### src/sv/kpld_pkg.sv
// Package for the key press and long-press detector.
// Holds field widths, register indexes, reset values, default parameters
// and the command and status structs shared by the controller and datapath.
`default_nettype none

package kpld_pkg;

  // Field widths
  localparam int KEY_W      = 8;
  localparam int CNT_W      = 16;
  localparam int LONG_W     = 8;
  localparam int CFG_IDX_W  = 1;
  localparam int CFG_DATA_W = 16;

  // Configuration register indexes
  localparam logic [CFG_IDX_W-1:0] REG_LONG_TIME  = 1'd0;
  localparam logic [CFG_IDX_W-1:0] REG_COMBO_TIME = 1'd1;

  // Register reset values
  localparam logic [LONG_W-1:0] LONG_TIME_RST  = 8'd100;
  localparam logic [CNT_W-1:0]  COMBO_TIME_RST = 16'd300;

  // Default parameter values
  localparam int KEY_COUNT_DEF      = 8;
  localparam int COMBO_HOLD_DEF     = 200;
  localparam int PARTNER_OFFSET_DEF = 3;

  // Commands from the controller to the datapath
  typedef struct packed {
    logic load;     // a request is accepted: sample and latch keys
    logic step;     // visit the current key counter
    logic publish;  // copy the tick result into the output register
  } kpld_cmd_t;

  // Status from the datapath to the controller
  typedef struct packed {
    logic last_key;  // the key being visited is the last one
  } kpld_stat_t;

endpackage

`default_nettype wire

### src/sv/kpld_if.sv
// Channel interfaces for the key press and long-press detector.
// Depends on kpld_pkg for the field widths.
`default_nettype none

interface kpld_in_if;
  import kpld_pkg::*;
  logic              valid;
  logic              ready;
  logic [KEY_W-1:0]  key_sample;
  logic [KEY_W-1:0]  clear_mask;

  modport source (output valid, output key_sample, output clear_mask, input ready);
  modport sink   (input valid, input key_sample, input clear_mask, output ready);
endinterface

interface kpld_out_if;
  import kpld_pkg::*;
  logic              valid;
  logic              ready;
  logic [KEY_W-1:0]  held_keys;
  logic [KEY_W-1:0]  press_edges;
  logic [KEY_W-1:0]  press_latched;
  logic [KEY_W-1:0]  long_flags;
  logic              combo_active;

  modport source (output valid, output held_keys, output press_edges,
                  output press_latched, output long_flags, output combo_active,
                  input ready);
  modport sink   (input valid, input held_keys, input press_edges,
                  input press_latched, input long_flags, input combo_active,
                  output ready);
endinterface

`default_nettype wire

### src/sv/kpld_ctrl.sv
// Controller of the key press and long-press detector.
// Sequences one request through the key counter visits; uses kpld_pkg.
`default_nettype none

module kpld_ctrl (
  input  wire logic               clk,
  input  wire logic               rst,
  input  wire logic               in_valid,
  output      logic               in_ready,
  output      logic               out_valid,
  input  wire logic               out_ready,
  output      kpld_pkg::kpld_cmd_t cmd,
  input  wire kpld_pkg::kpld_stat_t stat
);
  import kpld_pkg::*;

  typedef enum logic [1:0] {
    ST_IDLE,
    ST_RUN,
    ST_DONE
  } state_t;

  state_t state;
  state_t state_next;
  logic   out_valid_next;

  // Commands follow the state and the handshakes directly.
  always_comb begin
    in_ready        = (state == ST_IDLE);
    cmd.load        = in_valid && in_ready;
    cmd.step        = (state == ST_RUN);
    cmd.publish     = (state == ST_DONE) && (!out_valid || out_ready);
  end

  // Next state and output valid.
  always_comb begin
    state_next     = state;
    out_valid_next = out_valid;
    if (out_valid && out_ready) begin
      out_valid_next = 1'b0;
    end
    case (state)
      ST_IDLE: begin
        if (cmd.load) begin
          state_next = ST_RUN;
        end
      end
      ST_RUN: begin
        if (stat.last_key) begin
          state_next = ST_DONE;
        end
      end
      ST_DONE: begin
        if (cmd.publish) begin
          out_valid_next = 1'b1;
          state_next     = ST_IDLE;
        end
      end
      default: begin
        state_next = ST_IDLE;
      end
    endcase
  end

  // State and registered outputs.
  always_ff @(posedge clk) begin
    if (rst) begin
      state     <= ST_IDLE;
      out_valid <= 1'b0;
    end else begin
      state     <= state_next;
      out_valid <= out_valid_next;
    end
  end

endmodule

`default_nettype wire

### src/sv/kpld_dp.sv
// Datapath of the key press and long-press detector.
// Holds samples, flags, the hold counters and the output register; uses kpld_pkg.
`default_nettype none

module kpld_dp #(
  parameter int KEY_COUNT      = kpld_pkg::KEY_COUNT_DEF,
  parameter int COMBO_HOLD     = kpld_pkg::COMBO_HOLD_DEF,
  parameter int PARTNER_OFFSET = kpld_pkg::PARTNER_OFFSET_DEF
) (
  input  wire logic                            clk,
  input  wire logic                            rst,
  input  wire kpld_pkg::kpld_cmd_t             cmd,
  output      kpld_pkg::kpld_stat_t            stat,
  input  wire logic                            cfg_we,
  input  wire logic [kpld_pkg::CFG_IDX_W-1:0]  cfg_index,
  input  wire logic [kpld_pkg::CFG_DATA_W-1:0] cfg_data,
  input  wire logic [kpld_pkg::KEY_W-1:0]      key_sample,
  input  wire logic [kpld_pkg::KEY_W-1:0]      clear_mask,
  output      logic [kpld_pkg::KEY_W-1:0]      held_keys,
  output      logic [kpld_pkg::KEY_W-1:0]      press_edges,
  output      logic [kpld_pkg::KEY_W-1:0]      press_latched,
  output      logic [kpld_pkg::KEY_W-1:0]      long_flags,
  output      logic                            combo_active
);
  import kpld_pkg::*;

  localparam int IW         = $clog2(KEY_COUNT);
  localparam int MW         = $clog2(KEY_COUNT + PARTNER_OFFSET);
  localparam bit PARTNER_OK = (PARTNER_OFFSET < KEY_COUNT);
  localparam int P_IDX      = PARTNER_OK ? PARTNER_OFFSET : 0;
  localparam logic [IW-1:0]    PARTNER_IX = IW'(P_IDX);
  localparam logic [IW-1:0]    LAST_IX    = IW'(KEY_COUNT - 1);
  localparam logic [CNT_W-1:0] HOLD_CLAMP = CNT_W'(COMBO_HOLD);

  // Configuration registers
  logic [LONG_W-1:0] long_time;
  logic [CNT_W-1:0]  combo_time;

  // Tick state
  logic [KEY_W-1:0]  last_sample;
  logic [KEY_W-1:0]  older_sample;
  logic [KEY_W-1:0]  press_sticky;
  logic [KEY_W-1:0]  long_pending;
  logic [KEY_W-1:0]  held;
  logic [KEY_W-1:0]  edges;
  logic              combo_mode;
  logic [CNT_W-1:0]  hold_count [KEY_COUNT];
  logic [IW-1:0]     idx;

  // Next values of one key visit
  logic [CNT_W-1:0]  hold_count_next [KEY_COUNT];
  logic [KEY_W-1:0]  long_pending_next;
  logic              combo_mode_next;
  logic              held_bit;
  logic [CNT_W-1:0]  inc;
  logic [CNT_W-1:0]  cnt_first;
  logic [CNT_W-1:0]  cnt_partner;
  logic [CNT_W-1:0]  visit_val;
  logic              combo_start;
  logic              combo_now;
  logic              combo_fire;
  logic              long_hit;
  logic [MW-1:0]     mate;
  logic              mate_ok;
  logic [KEY_W-1:0]  held_in;

  assign stat.last_key = (idx == LAST_IX);
  assign held_in       = ~last_sample & ~key_sample;

  // One key visit: shared increment, combination check and compares.
  always_comb begin
    hold_count_next   = hold_count;
    long_pending_next = long_pending;
    combo_mode_next   = combo_mode;
    held_bit    = held[idx];
    inc         = hold_count[idx] + 1'b1;
    cnt_first   = (idx == '0) ? inc : hold_count[0];
    cnt_partner = (idx == PARTNER_IX) ? inc : hold_count[PARTNER_IX];
    combo_start = held_bit && !combo_mode && PARTNER_OK &&
                  (cnt_first > HOLD_CLAMP) && (cnt_partner > HOLD_CLAMP);
    visit_val   = (combo_start && ((idx == '0) || (idx == PARTNER_IX))) ?
                  HOLD_CLAMP : inc;
    combo_now   = combo_mode || combo_start;
    combo_fire  = held_bit && combo_now && (visit_val == combo_time);
    long_hit    = held_bit && !combo_now &&
                  (visit_val == {{(CNT_W-LONG_W){1'b0}}, long_time});
    mate        = MW'(idx) + MW'(PARTNER_OFFSET);
    mate_ok     = (mate < MW'(KEY_COUNT));

    if (!held_bit) begin
      hold_count_next[idx] = '0;
    end else begin
      hold_count_next[idx] = visit_val;
      if (combo_start) begin
        hold_count_next[0]          = HOLD_CLAMP;
        hold_count_next[PARTNER_IX] = HOLD_CLAMP;
      end
      combo_mode_next = combo_now;
      if (combo_fire) begin
        hold_count_next[idx] = '0;
        if (mate_ok) begin
          hold_count_next[mate[IW-1:0]] = '0;
        end
        long_pending_next = long_pending | (KEY_W'(1) << idx) | (KEY_W'(2) << idx);
        combo_mode_next   = 1'b0;
      end
      if (long_hit) begin
        long_pending_next = long_pending | (KEY_W'(1) << idx);
      end
    end
  end

  // Configuration writes.
  always_ff @(posedge clk) begin
    if (rst) begin
      long_time  <= LONG_TIME_RST;
      combo_time <= COMBO_TIME_RST;
    end else if (cfg_we) begin
      case (cfg_index)
        REG_LONG_TIME:  long_time  <= cfg_data[LONG_W-1:0];
        REG_COMBO_TIME: combo_time <= cfg_data[CNT_W-1:0];
        default: begin
        end
      endcase
    end
  end

  // Sampling on an accepted request, then one counter visit per step.
  always_ff @(posedge clk) begin
    if (rst) begin
      last_sample  <= '1;
      older_sample <= '1;
      press_sticky <= '0;
      long_pending <= '0;
      combo_mode   <= 1'b0;
      idx          <= '0;
      for (int k = 0; k < KEY_COUNT; k++) begin
        hold_count[k] <= '0;
      end
    end else if (cmd.load) begin
      long_pending <= long_pending & ~clear_mask;
      press_sticky <= press_sticky | (held_in & older_sample);
      older_sample <= last_sample;
      last_sample  <= key_sample;
      idx          <= '0;
    end else if (cmd.step) begin
      hold_count   <= hold_count_next;
      long_pending <= long_pending_next;
      combo_mode   <= combo_mode_next;
      idx          <= idx + 1'b1;
    end
  end

  // Held and edge bits of the current tick.
  always_ff @(posedge clk) begin
    if (cmd.load) begin
      held  <= held_in;
      edges <= held_in & older_sample;
    end
  end

  // Output register.
  always_ff @(posedge clk) begin
    if (cmd.publish) begin
      held_keys     <= held;
      press_edges   <= edges;
      press_latched <= press_sticky;
      long_flags    <= long_pending;
      combo_active  <= combo_mode;
    end
  end

endmodule

`default_nettype wire

### src/sv/key_press_long_press_detector_unit.sv
// Top level of the key press and long-press detector.
// Depends on kpld_pkg, kpld_if, kpld_ctrl and kpld_dp.
//
// One request is one scan tick: an active-low key sample and a mask of
// long-press flags to clear. The block samples the keys in the accept cycle,
// then visits the hold counters one key per cycle through a single shared
// increment and compare unit, and hands the result to the output register
// from the done state, which waits while an earlier result is still
// offered. No new request is taken before that hand-over. A finished result
// waits in the output register while the next request is taken.
// Configuration is written through cfg_we, cfg_index and cfg_data: index 0
// is long_time, index 1 is combo_time.
`default_nettype none

module key_press_long_press_detector_unit #(
  parameter int KEY_COUNT      = kpld_pkg::KEY_COUNT_DEF,
  parameter int COMBO_HOLD     = kpld_pkg::COMBO_HOLD_DEF,
  parameter int PARTNER_OFFSET = kpld_pkg::PARTNER_OFFSET_DEF
) (
  input  wire logic                            clk,
  input  wire logic                            rst,
  kpld_in_if.sink                              in_ch,
  kpld_out_if.source                           out_ch,
  input  wire logic                            cfg_we,
  input  wire logic [kpld_pkg::CFG_IDX_W-1:0]  cfg_index,
  input  wire logic [kpld_pkg::CFG_DATA_W-1:0] cfg_data
);
  import kpld_pkg::*;

  kpld_cmd_t  cmd;
  kpld_stat_t stat;

  // Sequencer
  kpld_ctrl u_ctrl (
    .clk       (clk),
    .rst       (rst),
    .in_valid  (in_ch.valid),
    .in_ready  (in_ch.ready),
    .out_valid (out_ch.valid),
    .out_ready (out_ch.ready),
    .cmd       (cmd),
    .stat      (stat)
  );

  // Key state and counters
  kpld_dp #(
    .KEY_COUNT      (KEY_COUNT),
    .COMBO_HOLD     (COMBO_HOLD),
    .PARTNER_OFFSET (PARTNER_OFFSET)
  ) u_dp (
    .clk           (clk),
    .rst           (rst),
    .cmd           (cmd),
    .stat          (stat),
    .cfg_we        (cfg_we),
    .cfg_index     (cfg_index),
    .cfg_data      (cfg_data),
    .key_sample    (in_ch.key_sample),
    .clear_mask    (in_ch.clear_mask),
    .held_keys     (out_ch.held_keys),
    .press_edges   (out_ch.press_edges),
    .press_latched (out_ch.press_latched),
    .long_flags    (out_ch.long_flags),
    .combo_active  (out_ch.combo_active)
  );

endmodule

`default_nettype wire

### src/flat_wrapper.sv
// flat-port wrapper written by rule: the top's interface ports become plain ports
module key_press_long_press_detector_unit_flat import kpld_pkg::*;
#(
  parameter int KEY_COUNT      = kpld_pkg::KEY_COUNT_DEF,
  parameter int COMBO_HOLD     = kpld_pkg::COMBO_HOLD_DEF,
  parameter int PARTNER_OFFSET = kpld_pkg::PARTNER_OFFSET_DEF
)
  (clk, rst, cfg_we, cfg_index, cfg_data, in_ch_valid, in_ch_key_sample, in_ch_clear_mask, in_ch_ready, out_ch_valid, out_ch_held_keys, out_ch_press_edges, out_ch_press_latched, out_ch_long_flags, out_ch_combo_active, out_ch_ready);
  kpld_in_if in_ch_i ();
  kpld_out_if out_ch_i ();
  input  wire logic clk;
  input  wire logic rst;
  input  wire logic cfg_we;
  input  wire logic [kpld_pkg::CFG_IDX_W-1:0] cfg_index;
  input  wire logic [kpld_pkg::CFG_DATA_W-1:0] cfg_data;
  input wire logic [$bits(in_ch_i.valid)-1:0] in_ch_valid;
  input wire logic [$bits(in_ch_i.key_sample)-1:0] in_ch_key_sample;
  input wire logic [$bits(in_ch_i.clear_mask)-1:0] in_ch_clear_mask;
  output wire logic [$bits(in_ch_i.ready)-1:0] in_ch_ready;
  output wire logic [$bits(out_ch_i.valid)-1:0] out_ch_valid;
  output wire logic [$bits(out_ch_i.held_keys)-1:0] out_ch_held_keys;
  output wire logic [$bits(out_ch_i.press_edges)-1:0] out_ch_press_edges;
  output wire logic [$bits(out_ch_i.press_latched)-1:0] out_ch_press_latched;
  output wire logic [$bits(out_ch_i.long_flags)-1:0] out_ch_long_flags;
  output wire logic [$bits(out_ch_i.combo_active)-1:0] out_ch_combo_active;
  input wire logic [$bits(out_ch_i.ready)-1:0] out_ch_ready;
  assign in_ch_i.valid = in_ch_valid;
  assign in_ch_i.key_sample = in_ch_key_sample;
  assign in_ch_i.clear_mask = in_ch_clear_mask;
  assign in_ch_ready = in_ch_i.ready;
  assign out_ch_valid = out_ch_i.valid;
  assign out_ch_held_keys = out_ch_i.held_keys;
  assign out_ch_press_edges = out_ch_i.press_edges;
  assign out_ch_press_latched = out_ch_i.press_latched;
  assign out_ch_long_flags = out_ch_i.long_flags;
  assign out_ch_combo_active = out_ch_i.combo_active;
  assign out_ch_i.ready = out_ch_ready;
  key_press_long_press_detector_unit #(.KEY_COUNT(KEY_COUNT), .COMBO_HOLD(COMBO_HOLD), .PARTNER_OFFSET(PARTNER_OFFSET)) u_core (.clk(clk), .rst(rst), .in_ch(in_ch_i), .out_ch(out_ch_i), .cfg_we(cfg_we), .cfg_index(cfg_index), .cfg_data(cfg_data));
endmodule
### config.mk
export PLATFORM = sky130hd
export DESIGN_NAME = key_press_long_press_detector_unit_flat
export DESIGN_NICKNAME = d
export VERILOG_FILES = /design/src/sv/kpld_pkg.sv /design/src/sv/kpld_if.sv /design/src/sv/kpld_ctrl.sv /design/src/sv/kpld_dp.sv /design/src/sv/key_press_long_press_detector_unit.sv /design/src/flat_wrapper.sv
export SDC_FILE = /design/constraint.sdc
export NUM_CORES = 1
export LEC_CHECK = 0
export BUFFER_PORTS_ARGS = -buffer_cell sky130_fd_sc_hd__buf_2
export CAP_MARGIN = 25
export CELL_PAD_IN_SITES_DETAIL_PLACEMENT = 1
export CELL_PAD_IN_SITES_GLOBAL_PLACEMENT = 2
export CORE_UTILIZATION = 35
export DETAILED_ROUTE_END_ITERATION = 8
export GPL_ROUTABILITY_DRIVEN = 0
export PLACE_DENSITY = 0.73
export SYNTH_ARGS = -nofsm -noshare
export SYNTH_HDL_FRONTEND = slang
export SYNTH_HIERARCHICAL = 1
export SYNTH_SLANG_ARGS = --single-unit
### constraint.sdc
create_clock -name clk -period 6.45 [get_ports clk]
set_input_delay 0.3225 -clock clk [delete_from_list [all_inputs] [get_ports clk]]
set_output_delay 0.3225 -clock clk [all_outputs]
set_load 0.02 [all_outputs]
Yosys cells after proc, flatten, opt, wreduce, memory -nomap -nowiden:

Index checks and enable logic that the tools add are counted.

* register bits: 240
* input bits: 38

* $add $sub $neg: 3
* $lt $le $gt $ge: 8
* equal/unequal tests: 9
* shift-type cells: 2
* mux-type cells: 33
* bitwise logic cells: 18
* reductions and logical operators: 31

Operator list (count)
* $and A128 B128 Y128: 3
* $mux W128: 3
* $not A128 Y128: 2
* $mux W16: 11
* $bwmux W128: 1
* $demux W16 S3: 2
* $bmux W16 S3: 1
* $mux W8: 5
* $gt A16 B8 Y1 const B: 2
* $and A8 B8 Y8: 3
* $not A8 Y8: 3
* $or A8 B8 Y8: 3
* $add A16 B1 Y16 const B: 1
* $eq A16 B16 Y1: 1
* $eq A16 B8 Y1: 1
* $logic_and A1 B1 Y1: 13
* $reduce_and A3 Y1: 3
* $ge A4 B4 Y1 const B: 2
* $lt A4 B1 Y1 const B: 2
* $not A3 Y4: 2
* $shl A1 B3 Y8 const A: 1
* $shl A2 B3 Y8 const A: 1
* $mux W2: 3
* $pmux W2 S3: 1
* 21 further kinds: 34

Longest topological paths before layout:

Gate-level depths: netlist of the first run.

* depth in word-level cells: 19
* mapped depth: 22

By module:

The synthesis of the first run kept the hierarchy.

Modules (own cells, without submodules)
* kpld_dp: times used 1, cells each 1356, area each 12383.1 um^2
* kpld_ctrl: times used 1, cells each 16, area each 152.6 um^2

Worst setup path after synthesis of the first run:

No wires, ideal clock.

* path type: reg2reg
* from: register u_core.u_dp.idx[0]
* to: register u_core/u_dp/hold_count[121] in the netlist's numbering
* library setup time: 0.138 ns
* arrival time: 4.994 ns
* data required time: 6.312 ns
* slack: 1.319 ns
* stages on the path, launching flop included: 20
* path buffers: 4
* path through: dfxtp_1 -> buf_4 -> buf_8 -> buf_4 -> mux2i_1 -> mux4_2 -> nand2_1 -> ha_1 -> inv_1 -> nor3_1 -> nand3_1 -> or3_4 -> a2bb2oi_4 -> a31o_2 -> a221oi_1 -> or4b_4 -> or4_1 -> nor4_2 -> buf_4 -> o22ai_1

* longest elaborated chain between the ends: 19
* elaborated cells between the ends (all ways): 47
* classes of those cells: add/sub (2); order compare (7); eq/ne (2); mux (18); bitwise (7); reduce/logical (11)

Ends and longest elaborated chain
* start: declaration: RTL line kpld_dp.sv:48 `logic [IW-1:0] idx;`
* start signal: assignment: RTL line kpld_dp.sv:150 `idx <= idx + 1'b1;`
* $not A3 Y4 (not written as such)
* $bmux W16 S3: RTL line kpld_dp.sv:76 `inc = hold_count[idx] + 1'b1;`
* $mux W16 (not written as such) (2 in series): RTL line kpld_dp.sv:76
* $add A16 B1 Y16: RTL line kpld_dp.sv:76
* $mux W16: RTL line kpld_dp.sv:77 `cnt_first = (idx == '0) ? inc : hold_count[0];`
* $gt A16 B8 Y1: RTL line kpld_dp.sv:80 `(cnt_first > HOLD_CLAMP) && (cnt_partner > HOLD_CLAMP);`
* $logic_and A1 B1 Y1: RTL line kpld_dp.sv:79 `combo_start = held_bit && !combo_mode && PARTNER_OK &&`
* $logic_and A1 B1 Y1: RTL line kpld_dp.sv:80
* $logic_and A1 B1 Y1: RTL line kpld_dp.sv:81 `visit_val = (combo_start && ((idx == '0) || (idx == PARTNER_IX))) ?`
* $mux W16: RTL line kpld_dp.sv:81
* $bwmux W128: RTL line kpld_dp.sv:93 `hold_count_next[idx] = visit_val;`
* $mux W16: RTL line kpld_dp.sv:94 `if (combo_start) begin`
* $mux W16: RTL line kpld_dp.sv:90 `if (!held_bit) begin`
* $and A128 B128 Y128 (no source line) (2 in series)
* $mux W128: RTL line kpld_dp.sv:101 `if (mate_ok) begin`
* $mux W128: RTL line kpld_dp.sv:99 `if (combo_fire) begin`
* $mux W128 *: RTL line kpld_dp.sv:90
* end signal: assignment: RTL line kpld_dp.sv:147 `hold_count <= hold_count_next;`
* end: declaration: RTL line kpld_dp.sv:47 `logic [CNT_W-1:0] hold_count [KEY_COUNT];`

Every way passes the cells marked *; elsewhere a longest branch is shown, timed or not. The select of a mux whose other input is x is not followed.
A chain may end at the register's enable or synchronous reset.

Worst setup path in the final report of the first run:

* from: register u_core.u_dp.idx[0]
* to: register u_core/u_dp/hold_count[85] in the netlist's numbering

* longest elaborated chain between the ends: 17
* elaborated cells between the ends (all ways): 45
* classes of those cells: add/sub (2); order compare (7); eq/ne (2); mux (16); bitwise (7); reduce/logical (11)

Ends and longest elaborated chain (RTL line)
* $not A3 Y4 (not written as such)
* $bmux W16 S3: kpld_dp.sv:76
* $mux W16 (not written as such) (2 in series): kpld_dp.sv:76
* $add A16 B1 Y16: kpld_dp.sv:76
* $mux W16: kpld_dp.sv:77
* $gt A16 B8 Y1: kpld_dp.sv:80
* $logic_and A1 B1 Y1: kpld_dp.sv:79
* $logic_and A1 B1 Y1: kpld_dp.sv:80
* $logic_and A1 B1 Y1: kpld_dp.sv:81
* $mux W16: kpld_dp.sv:81
* $bwmux W128: kpld_dp.sv:93
* $and A128 B128 Y128 (no source line) (2 in series)
* $mux W128: kpld_dp.sv:101
* $mux W128: kpld_dp.sv:99
* $mux W128 *: kpld_dp.sv:90

Marks and branches as above.

==> metrics.log, run 1 <==
INFO  metric fin_nets = 1507
INFO  metric synthDistinctLibCells = 98
INFO  metric path_cells = buf_4 -> mux4_2 -> mux2i_1 -> nor4_4 -> and2_1 -> a211o_1 -> o22ai_1 -> a31o_2 -> a221oi_1 -> or4b_4 -> nor4_4 -> nand4_2 -> a32o_1
INFO  metric floorplan.initialDensity = 35.9%
INFO  metric grt_usage = 26.0%
INFO  metric switchingPower = 0.000958 W
INFO  metric highest_clock_rate = 0.165 GHz
INFO  metric final_critical_path_setup_slack = 0.373 ns
INFO  metric gr-total-overflow = 0
INFO  metric critPathKind = reg2reg
INFO  metric commonest_non_fill_non_tap_cells_in_the_layout = sky130_fd_sc_hd__dfxtp_1 (189), sky130_fd_sc_hd__nand2_1 (161), sky130_fd_sc_hd__nor2_1 (114), sky130_fd_sc_hd__a21oi_1 (94), sky130_fd_sc_hd__o21ai_0 (75)
INFO  metric max_cap_violations = 0
INFO  metric sort_of_element_at_the_start_of_the_critical_path = register
INFO  metric cts_tree = yes
INFO  metric slew-limit-headroom = 30.2%
INFO  metric post-dp-hpwl = 34600 um
INFO  metric area_fraction_in_compound_gates_after_synthesis = 23.8%
INFO  metric wirelength = 47700 um
INFO  metric post_synth_instance_area = 12500 um2
INFO  metric synthMuxAreaShare = 7.74%
INFO  metric die_h = 191 um
INFO  metric design.die.area = 36600 um2
INFO  metric yosys_most_used_dff = sky130_fd_sc_hd__dfxtp_1
INFO  metric number_of_enable_flip_flop_cells_after_synthesis = 49
INFO  metric drc_errors = 0
INFO  metric period_needed = 6.08 ns
INFO  metric pwr-share-seq = 43.1%
INFO  metric clock-skew-final = 0.0143 ns
INFO  metric data_arrival_time_of_the_critical_path = 6.54 ns
INFO  metric ys_ff_latch = 240
INFO  metric final_core_utilization = 42.3%
INFO  metric outcome = finished, final reports clean
INFO  metric tightestPinTransition = 1.05 ns
INFO  metric first_iter_violations = 720
INFO  metric layout.area.seq = 5300 um2
INFO  metric syn-num-nets = 1418
INFO  metric dpl_worst_slack = 0.347 ns
INFO  metric worstSkewPairLatency = 0.58 ns
INFO  metric clock_sinks = 240
INFO  metric synthesis.yosys.warnings = 6
INFO  metric async_reset_ff_share = 0%
INFO  metric layout_commonest_cell = sky130_fd_sc_hd__dfxtp_1
INFO  metric setup_viol = 0
INFO  metric synthTopCellsByArea = sky130_fd_sc_hd__dfxtp_1 (31%), sky130_fd_sc_hd__edfxtp_1 (12%), sky130_fd_sc_hd__nand2_1 (4.8%), sky130_fd_sc_hd__mux4_2 (4.1%), sky130_fd_sc_hd__a21oi_1 (3.8%)
INFO  metric layout-drive-gt1-share = 16.5%
INFO  metric p_leak = 5.26 nW
INFO  metric yosys.area_share.adder = 0.798%
INFO  metric placeableCoreArea = 34900 um2
INFO  metric timing.critical_path.max_delay_family = simple AND/OR/NAND/NOR gates
INFO  metric grt_use_met3 = 4.08%
INFO  metric netlist.top_cell.by_area = sky130_fd_sc_hd__dfxtp_1
INFO  metric timing.critical_path.to_type = register
INFO  metric first_global_vias = 11.6k
INFO  metric critPathRequiredTime = 6.92 ns
INFO  metric fin_setup_tns = 0 ns
INFO  metric global_route.usage.met1 = 34.8%
INFO  metric clk_pin_slew = 0.06 ns
INFO  metric power_switching_share = 26.1%
INFO  metric globalRoute.busiestLayer = met2
INFO  metric htreeDepth = 1
INFO  metric maximum_number_of_pins_on_one_net_before_global_route_repair = 64
INFO  metric global_route_wire_length_before_repair = 72100 um
INFO  metric yosys.area_share.simple = 19.4%
INFO  metric netlist_instances = 1372
INFO  metric clkPwrFrac = 46.9%
INFO  metric cts_root_buf = sky130_fd_sc_hd__clkbuf_16
INFO  metric final_antenna_net_count = 0
INFO  metric power.density_cell_area = 249 nW/um2
INFO  metric finalHoldViolations = 0
INFO  metric synth-seq-area-share = 42.2%
INFO  metric rsz0062_at_grt = false
INFO  metric synth_top_cell_area_share = 30.5%
INFO  metric port_buffers = 72
INFO  metric timing.critical_path.slowest_cell_delay = 0.64 ns
INFO  metric worst_path_most_repeated_cell = sky130_fd_sc_hd__nor4_4
INFO  metric multiInputGateArea = 6680 um2
INFO  metric clock_path_buffers = 3
INFO  metric comb_pwr_share = 10.0%
INFO  metric routed_via_density = 5.92
INFO  metric layout.filler_cells = 4002
INFO  metric number_of_antenna_violations_at_the_first_check_in_global_routing = 0
INFO  metric met2_usage = 42.6%
INFO  metric postSynthAreaPerCell = 9.14 um2
INFO  metric ir_worst_vdd = 0.217 mV
INFO  metric internal_portion_of_total_power = 0.00271 W
INFO  metric rows = 68
INFO  metric type_of_the_tightest_min_delay_check = in2reg
INFO  metric cts_made_buffers = 29
INFO  metric die-width = 191 um
INFO  metric total_number_of_vias = 11.5k
INFO  metric insertedDiodeCount = 0
INFO  metric crit_path_max_fanout = 19
INFO  metric post-cts-setup-buffers = 0
INFO  metric synthXorXnorAreaFrac = 1.34%
INFO  metric number_of_top_level_pins = 73
INFO  metric firstDrtPassIters = 5
INFO  metric avgRoutedWirePerCell = 24.6 um
INFO  metric final.period_utilization = 94.2%
INFO  metric slew_viol_final = 0
INFO  metric synthToLayoutAreaGrowth = 17.6%
INFO  metric critical_path.slowest_cell = sky130_fd_sc_hd__nor4_4
INFO  metric synth_top_family_by_area = compound AO/OA/AOI/OAI gates
INFO  metric critical_path.n_buffers_inverters = 1
## layout make-up
class                   count  area share (%)
repair buffers            151            7.15
flip-flops and latches    240            35.9
multi-input cells        1002            45.3
clock inverters             9           0.832
well taps                 455            3.86
clock buffers              44            5.99
inverters                  37           0.942
## kinds of logic after synthesis
family / after synthesis
flip-flops: 240
buffers and inverters: 130
multiplexers: 67
XOR/XNOR: 16
AO/OA/AOI/OAI: 421
AND/OR/NAND/NOR: 490
adder cells (fa/ha/maj): 8
## path summary, 6_finish.rpt
path | from | to | slack, ns | cells after the start
setup / recovery | u_core/u_dp/idx[0] | u_core/u_dp/hold_count[85] | 0.37 | 13
hold reg to reg | u_core/u_dp/edges[6] | u_core/u_dp/press_edges[6] | 0.42 | 0
hold / removal | in_ch_valid | u_core/u_ctrl/state[0] | 0.03 | 3
setup reg to reg | u_core/u_dp/idx[0] | u_core/u_dp/hold_count[85] | 0.37 | 13
## per-layer routing
layer / vias up / part of all wire [%]
li1: 5319 / -
met5: - / 0
met1: 5767 / 45
met3: 77 / 5.3
met2: 316 / 46
met4: 0 / 3.3
## cells in the mapped netlist, drive strengths merged (18+ instances only)
cell type,count
dfxtp,191
nand2,162
nor2,117
a21oi,96
o21ai,77
nor3,56
clkbuf,50
edfxtp,49
a22oi,43
buf,43
mux2i,38
inv,37
a22o,35
nand3,35
o22ai,29
and2,23
mux4,23
nor4,21
a21o,18
a32o,18
## state kept, by name, indices dropped and copies added (netlist names)
signal and cells:
u_core/u_ctrl/out_valid 1, u_core/u_ctrl/state 2, u_core/u_dp/combo_active 1, u_core/u_dp/combo_mode 1
u_core/u_dp/combo_time 16, u_core/u_dp/edges 8, u_core/u_dp/held 8, u_core/u_dp/held_keys 8
u_core/u_dp/hold_count 128, u_core/u_dp/idx 3, u_core/u_dp/last_sample 8, u_core/u_dp/long_flags 8
u_core/u_dp/long_pending 8, u_core/u_dp/long_time 8, u_core/u_dp/older_sample 8, u_core/u_dp/press_edges 8
u_core/u_dp/press_latched 8, u_core/u_dp/press_sticky 8
## stage by stage
stage	instance area [um2]	power [W]	hold WS [ns]	instances
2_1_floorplan	12500	0.00183	0.392	1372
3_3_place_gp	13500	0.00196	0.403	1859
3_5_place_dp	13500	0.00196	0.407	1859
4_1_cts	14700	0.00370	0.0163	1936
5_1_grt	14700	0.00378	0.0492	1938
6_report	14700	0.00366	0.0347	1938
## worst register-to-register path, cell delays in order, from the launching register on
cell and delay (ns):
sky130_fd_sc_hd__dfxtp_2 0.61, sky130_fd_sc_hd__buf_4 0.35, sky130_fd_sc_hd__mux4_2 0.62, sky130_fd_sc_hd__mux2i_1 0.57
sky130_fd_sc_hd__nor4_4 0.14, sky130_fd_sc_hd__and2_1 0.32, sky130_fd_sc_hd__a211o_1 0.34, sky130_fd_sc_hd__o22ai_1 0.28
sky130_fd_sc_hd__a31o_2 0.29, sky130_fd_sc_hd__a221oi_1 0.13, sky130_fd_sc_hd__or4b_4 0.56, sky130_fd_sc_hd__nor4_4 0.64
sky130_fd_sc_hd__nand4_2 0.63, sky130_fd_sc_hd__a32o_1 0.49
## repair_timing
item | 4_1_cts | 5_1_grt
endpoints found under the hold margin | 31 | 0
hold buffers | 24 | 0
resized for setup | 0 | 1
endpoints found under the setup margin | 0 | 11
## power by group through the flow
stage	clock network, W	registers (W)	logic, W
2_1_floorplan	0	0.00160	0.000236
3_5_place_dp	0	0.00161	0.000350
3_3_place_gp	0	0.00161	0.000346
4_1_cts	0.00176	0.00158	0.000363
5_1_grt	0.00181	0.00158	0.000392
6_report	0.00172	0.00158	0.000366
Note: power is estimated with default switching activity, not from simulation.
==> run 2: changes to the inputs <==
- BUFFER_PORTS_ARGS: -buffer_cell sky130_fd_sc_hd__buf_2 -> unset
- DONT_BUFFER_PORTS: unset -> 1
- PLACE_DENSITY: 0.73 -> 0.71
==> run 2 against run 1 <==
Compared with the run above: clock skew up 0.0048 ns; non-clock buffer count shrank 71; die area did not move; sequential share of layout area up 0.52 points; via count shrank 0.68%; critical path depth rose by 2; setup slack got worse by 0.082 ns; routed wire length is 2.5% higher; design area shrank 1.4%; highest routed layer unchanged.
==> metrics.log, run 2 (synthesis results as in run 1) <==
INFO  metric maximum_number_of_pins_on_one_net_before_global_route_repair = 93 (+45%)
INFO  metric sort_of_element_at_the_start_of_the_critical_path = register
INFO  metric clock_path_buffers = 3 (unchanged)
INFO  metric path_cells = buf_12 -> nor2b_1 -> buf_4 -> a31oi_1 -> and3_1 -> buf_4 -> nor4_2 -> o2111ai_1 -> a31oi_1 -> o2111a_1 -> a221oi_1 -> or4b_4 -> nor4_4 -> nand4_2 -> a32o_1
INFO  metric final.period_utilization = 95.5% (+1.3 points)
INFO  metric layout-drive-gt1-share = 12.0% (-4.4 points)
INFO  metric total_number_of_vias = 11.4k (-0.68%)
INFO  metric period_needed = 6.16 ns (+0.0820 ns)
INFO  metric wirelength = 48900 um (+2.5%)
INFO  metric fin_setup_tns = 0 ns (unchanged)
INFO  metric clock-skew-final = 0.0191 ns (+0.00484 ns)
INFO  metric floorplan.initialDensity = 35.9% (unchanged)
INFO  metric crit_path_max_fanout = 23 (+4)
INFO  metric comb_pwr_share = 9.8% (-0.2 points)
INFO  metric rows = 68 (unchanged)
INFO  metric setup_viol = 0 (unchanged)
INFO  metric insertedDiodeCount = 0 (unchanged)
INFO  metric avgRoutedWirePerCell = 26.2 um (+6.4%)
INFO  metric number_of_top_level_pins = 73 (unchanged)
INFO  metric drc_errors = 0 (unchanged)
INFO  metric cts_tree = yes
INFO  metric critical_path.n_buffers_inverters = 3 (+2)
INFO  metric die-width = 191 um (unchanged)
INFO  metric critical_path.slowest_cell = sky130_fd_sc_hd__dfxtp_2
INFO  metric highest_clock_rate = 0.162 GHz (-1.3%)
INFO  metric power.density_cell_area = 258 nW/um2 (+3.7%)
INFO  metric max_cap_violations = 0 (unchanged)
INFO  metric htreeDepth = 1 (unchanged)
INFO  metric tightestPinTransition = 1.16 ns (+0.113 ns)
INFO  metric rrSetupSlack = 0.29 ns (-0.08 ns)
INFO  metric p_leak = 5.02 nW (-4.6%)
INFO  metric first_global_vias = 11.3k (-2.8%)
INFO  metric cts_root_buf = sky130_fd_sc_hd__clkbuf_16
INFO  metric final_antenna_net_count = 0 (unchanged)
INFO  metric fin_nets = 1435 (-4.8%)
INFO  metric timing.critical_path.max_delay_family = simple AND/OR/NAND/NOR gates
INFO  metric finalPower = 0.00375 W (+2.3%)
INFO  metric clock_sinks = 240 (unchanged)
INFO  metric worst_setup_path_startpoint = u_core/u_dp/idx[0]
INFO  metric data_arrival_time_of_the_critical_path = 6.63 ns (+0.09 ns)
INFO  metric rsz0062_at_grt = false
INFO  metric timing.critical_path.to_type = register
INFO  metric synthToLayoutAreaGrowth = 15.9%
INFO  metric first_iter_violations = 877 (+22%)
INFO  metric commonest_non_fill_non_tap_cells_in_the_layout = sky130_fd_sc_hd__dfxtp_1 (189), sky130_fd_sc_hd__nand2_1 (161), sky130_fd_sc_hd__nor2_1 (113), sky130_fd_sc_hd__a21oi_1 (94), sky130_fd_sc_hd__o21ai_0 (75)
INFO  metric slew_viol_final = 0 (unchanged)
INFO  metric hold_path_depth = 2 (-1)
INFO  metric ir_worst_vdd = 0.211 mV (-2.8%)
INFO  metric top_register = u_core/u_dp/hold_count
INFO  metric global_route_wire_length_before_repair = 73500 um (+2.0%)
INFO  metric slew-limit-headroom = 22.6% (-7.6 points)
INFO  metric grt_usage = 26.8% (+0.81 points)
INFO  metric gr-total-overflow = 0 (unchanged)
INFO  metric port_buffers = 0 (-100%)
INFO  metric finalHoldViolations = 0 (unchanged)
INFO  metric critPathRequiredTime = 6.92 ns (about the same)
INFO  metric largest_register_ffs = 128 (unchanged)
INFO  metric type_of_the_tightest_min_delay_check = in2reg
INFO  metric worst_hold_slack = 0.0476 ns (+0.0129 ns)
INFO  metric routed_via_density = 6.11 (+3.2%)
INFO  metric largest_registers = u_core/u_dp/hold_count (128), u_core/u_dp/combo_time (16)
INFO  metric die_h = 191 um (unchanged)
INFO  metric post-dp-hpwl = 34000 um (-1.5%)
INFO  metric placeableCoreArea = 34900 um2 (unchanged)
INFO  metric min_delay_worst_endpoint = u_core/u_dp/hold_count[78]
INFO  metric r2r-end = u_core/u_dp/hold_count[82]
INFO  metric worst_hold_startpoint = rst
INFO  metric outcome = finished, final reports clean
INFO  metric worst_reg2reg_path_length_in_cells = 15 (+2)
INFO  metric critPathKind = reg2reg
INFO  metric switchingPower = 0.000968 W (+1.0%)
INFO  metric firstDrtPassIters = 5 (unchanged)
INFO  metric layout_commonest_cell = sky130_fd_sc_hd__dfxtp_1
INFO  metric clk_pin_slew = 0.07 ns (about the same)
INFO  metric number_of_antenna_violations_at_the_first_check_in_global_routing = 0 (unchanged)
INFO  metric launch_instance_of_the_worst_register_to_register_path = u_core/u_dp/idx[0]
INFO  metric worstSkewPairLatency = 0.58 ns (about the same)
INFO  metric power_switching_share = 25.8% (-0.31 points)
INFO  metric design.die.area = 36600 um2 (unchanged)
INFO  metric pwr-share-seq = 42.2% (-0.9 points)
INFO  metric cts_made_buffers = 28 (-3.4%)
INFO  metric clkPwrFrac = 48.0% (+1.1 points)
INFO  metric internal_portion_of_total_power = 0.00278 W (+2.7%)
INFO  metric timing.critical_path.slowest_cell_delay = 0.79 ns (+0.15 ns)
[run 2: power by group through the flow]
stage	logic (W)	registers, W	clock network (W)
floorplan	0.000236	0.00160	0
global placement	0.000323	0.00161	0
detailed placement	0.000328	0.00161	0
CTS	0.000360	0.00158	0.00184
global route	0.000389	0.00158	0.00190
finish	0.000365	0.00158	0.00180
[run 2: what timing repair did]
item / 4_1_cts / 5_1_grt
setup endpoints to repair: 0 / 4
endpoints found under the hold margin: 119 / 0
setup buffers: 0 / 0
resized for setup: 0 / 2
hold buffers: 33 / 0
[run 2: metrics by stage]
stage                     utilization [%]  cell area (um2)  setup slack (ns)  std cells
final                                41.7            14500             0.291       1866
after floorplan                         -            12500              1.32       1372
after global placement               37.4            13100             0.505       1777
after global routing                 41.7            14500            0.0425       1866
after detailed placement             37.5            13100             0.417       1779
after CTS                            41.5            14500             0.368       1864
[run 2: area by class of cell]
cell class | count | area, um2
Clock buffer | 32 | 736
Clock inverter | 20 | 314
Sequential cell | 240 | 5300
Timing Repair Buffer | 80 | 782
Tap cell | 455 | 569
Inverter | 37 | 139
Fill cell | 3998 | 20400
Multi-Input combinational cell | 1002 | 6690
[run 2: routing by layer]
metal	up-vias	track usage (%)	wire, um
met5	-	0	0
met1	5753	36.5	22000
met3	77	3.29	2780
met2	378	44.7	22900
met4	0	7.05	1250
li1	5193	-	-
[run 2: how the worst max path moves through the flow]
stage                     depth (start not counted)                           to  slack (ns)
after global placement                           14   u_core/u_dp/hold_count[63]        0.50
final                                            15   u_core/u_dp/hold_count[82]        0.29
after CTS                                        14   u_core/u_dp/hold_count[61]        0.37
after floorplan                                  19  u_core/u_dp/hold_count[121]        1.32
after global routing                             15   u_core/u_dp/hold_count[95]        0.04
after detailed placement                         14   u_core/u_dp/hold_count[63]        0.42
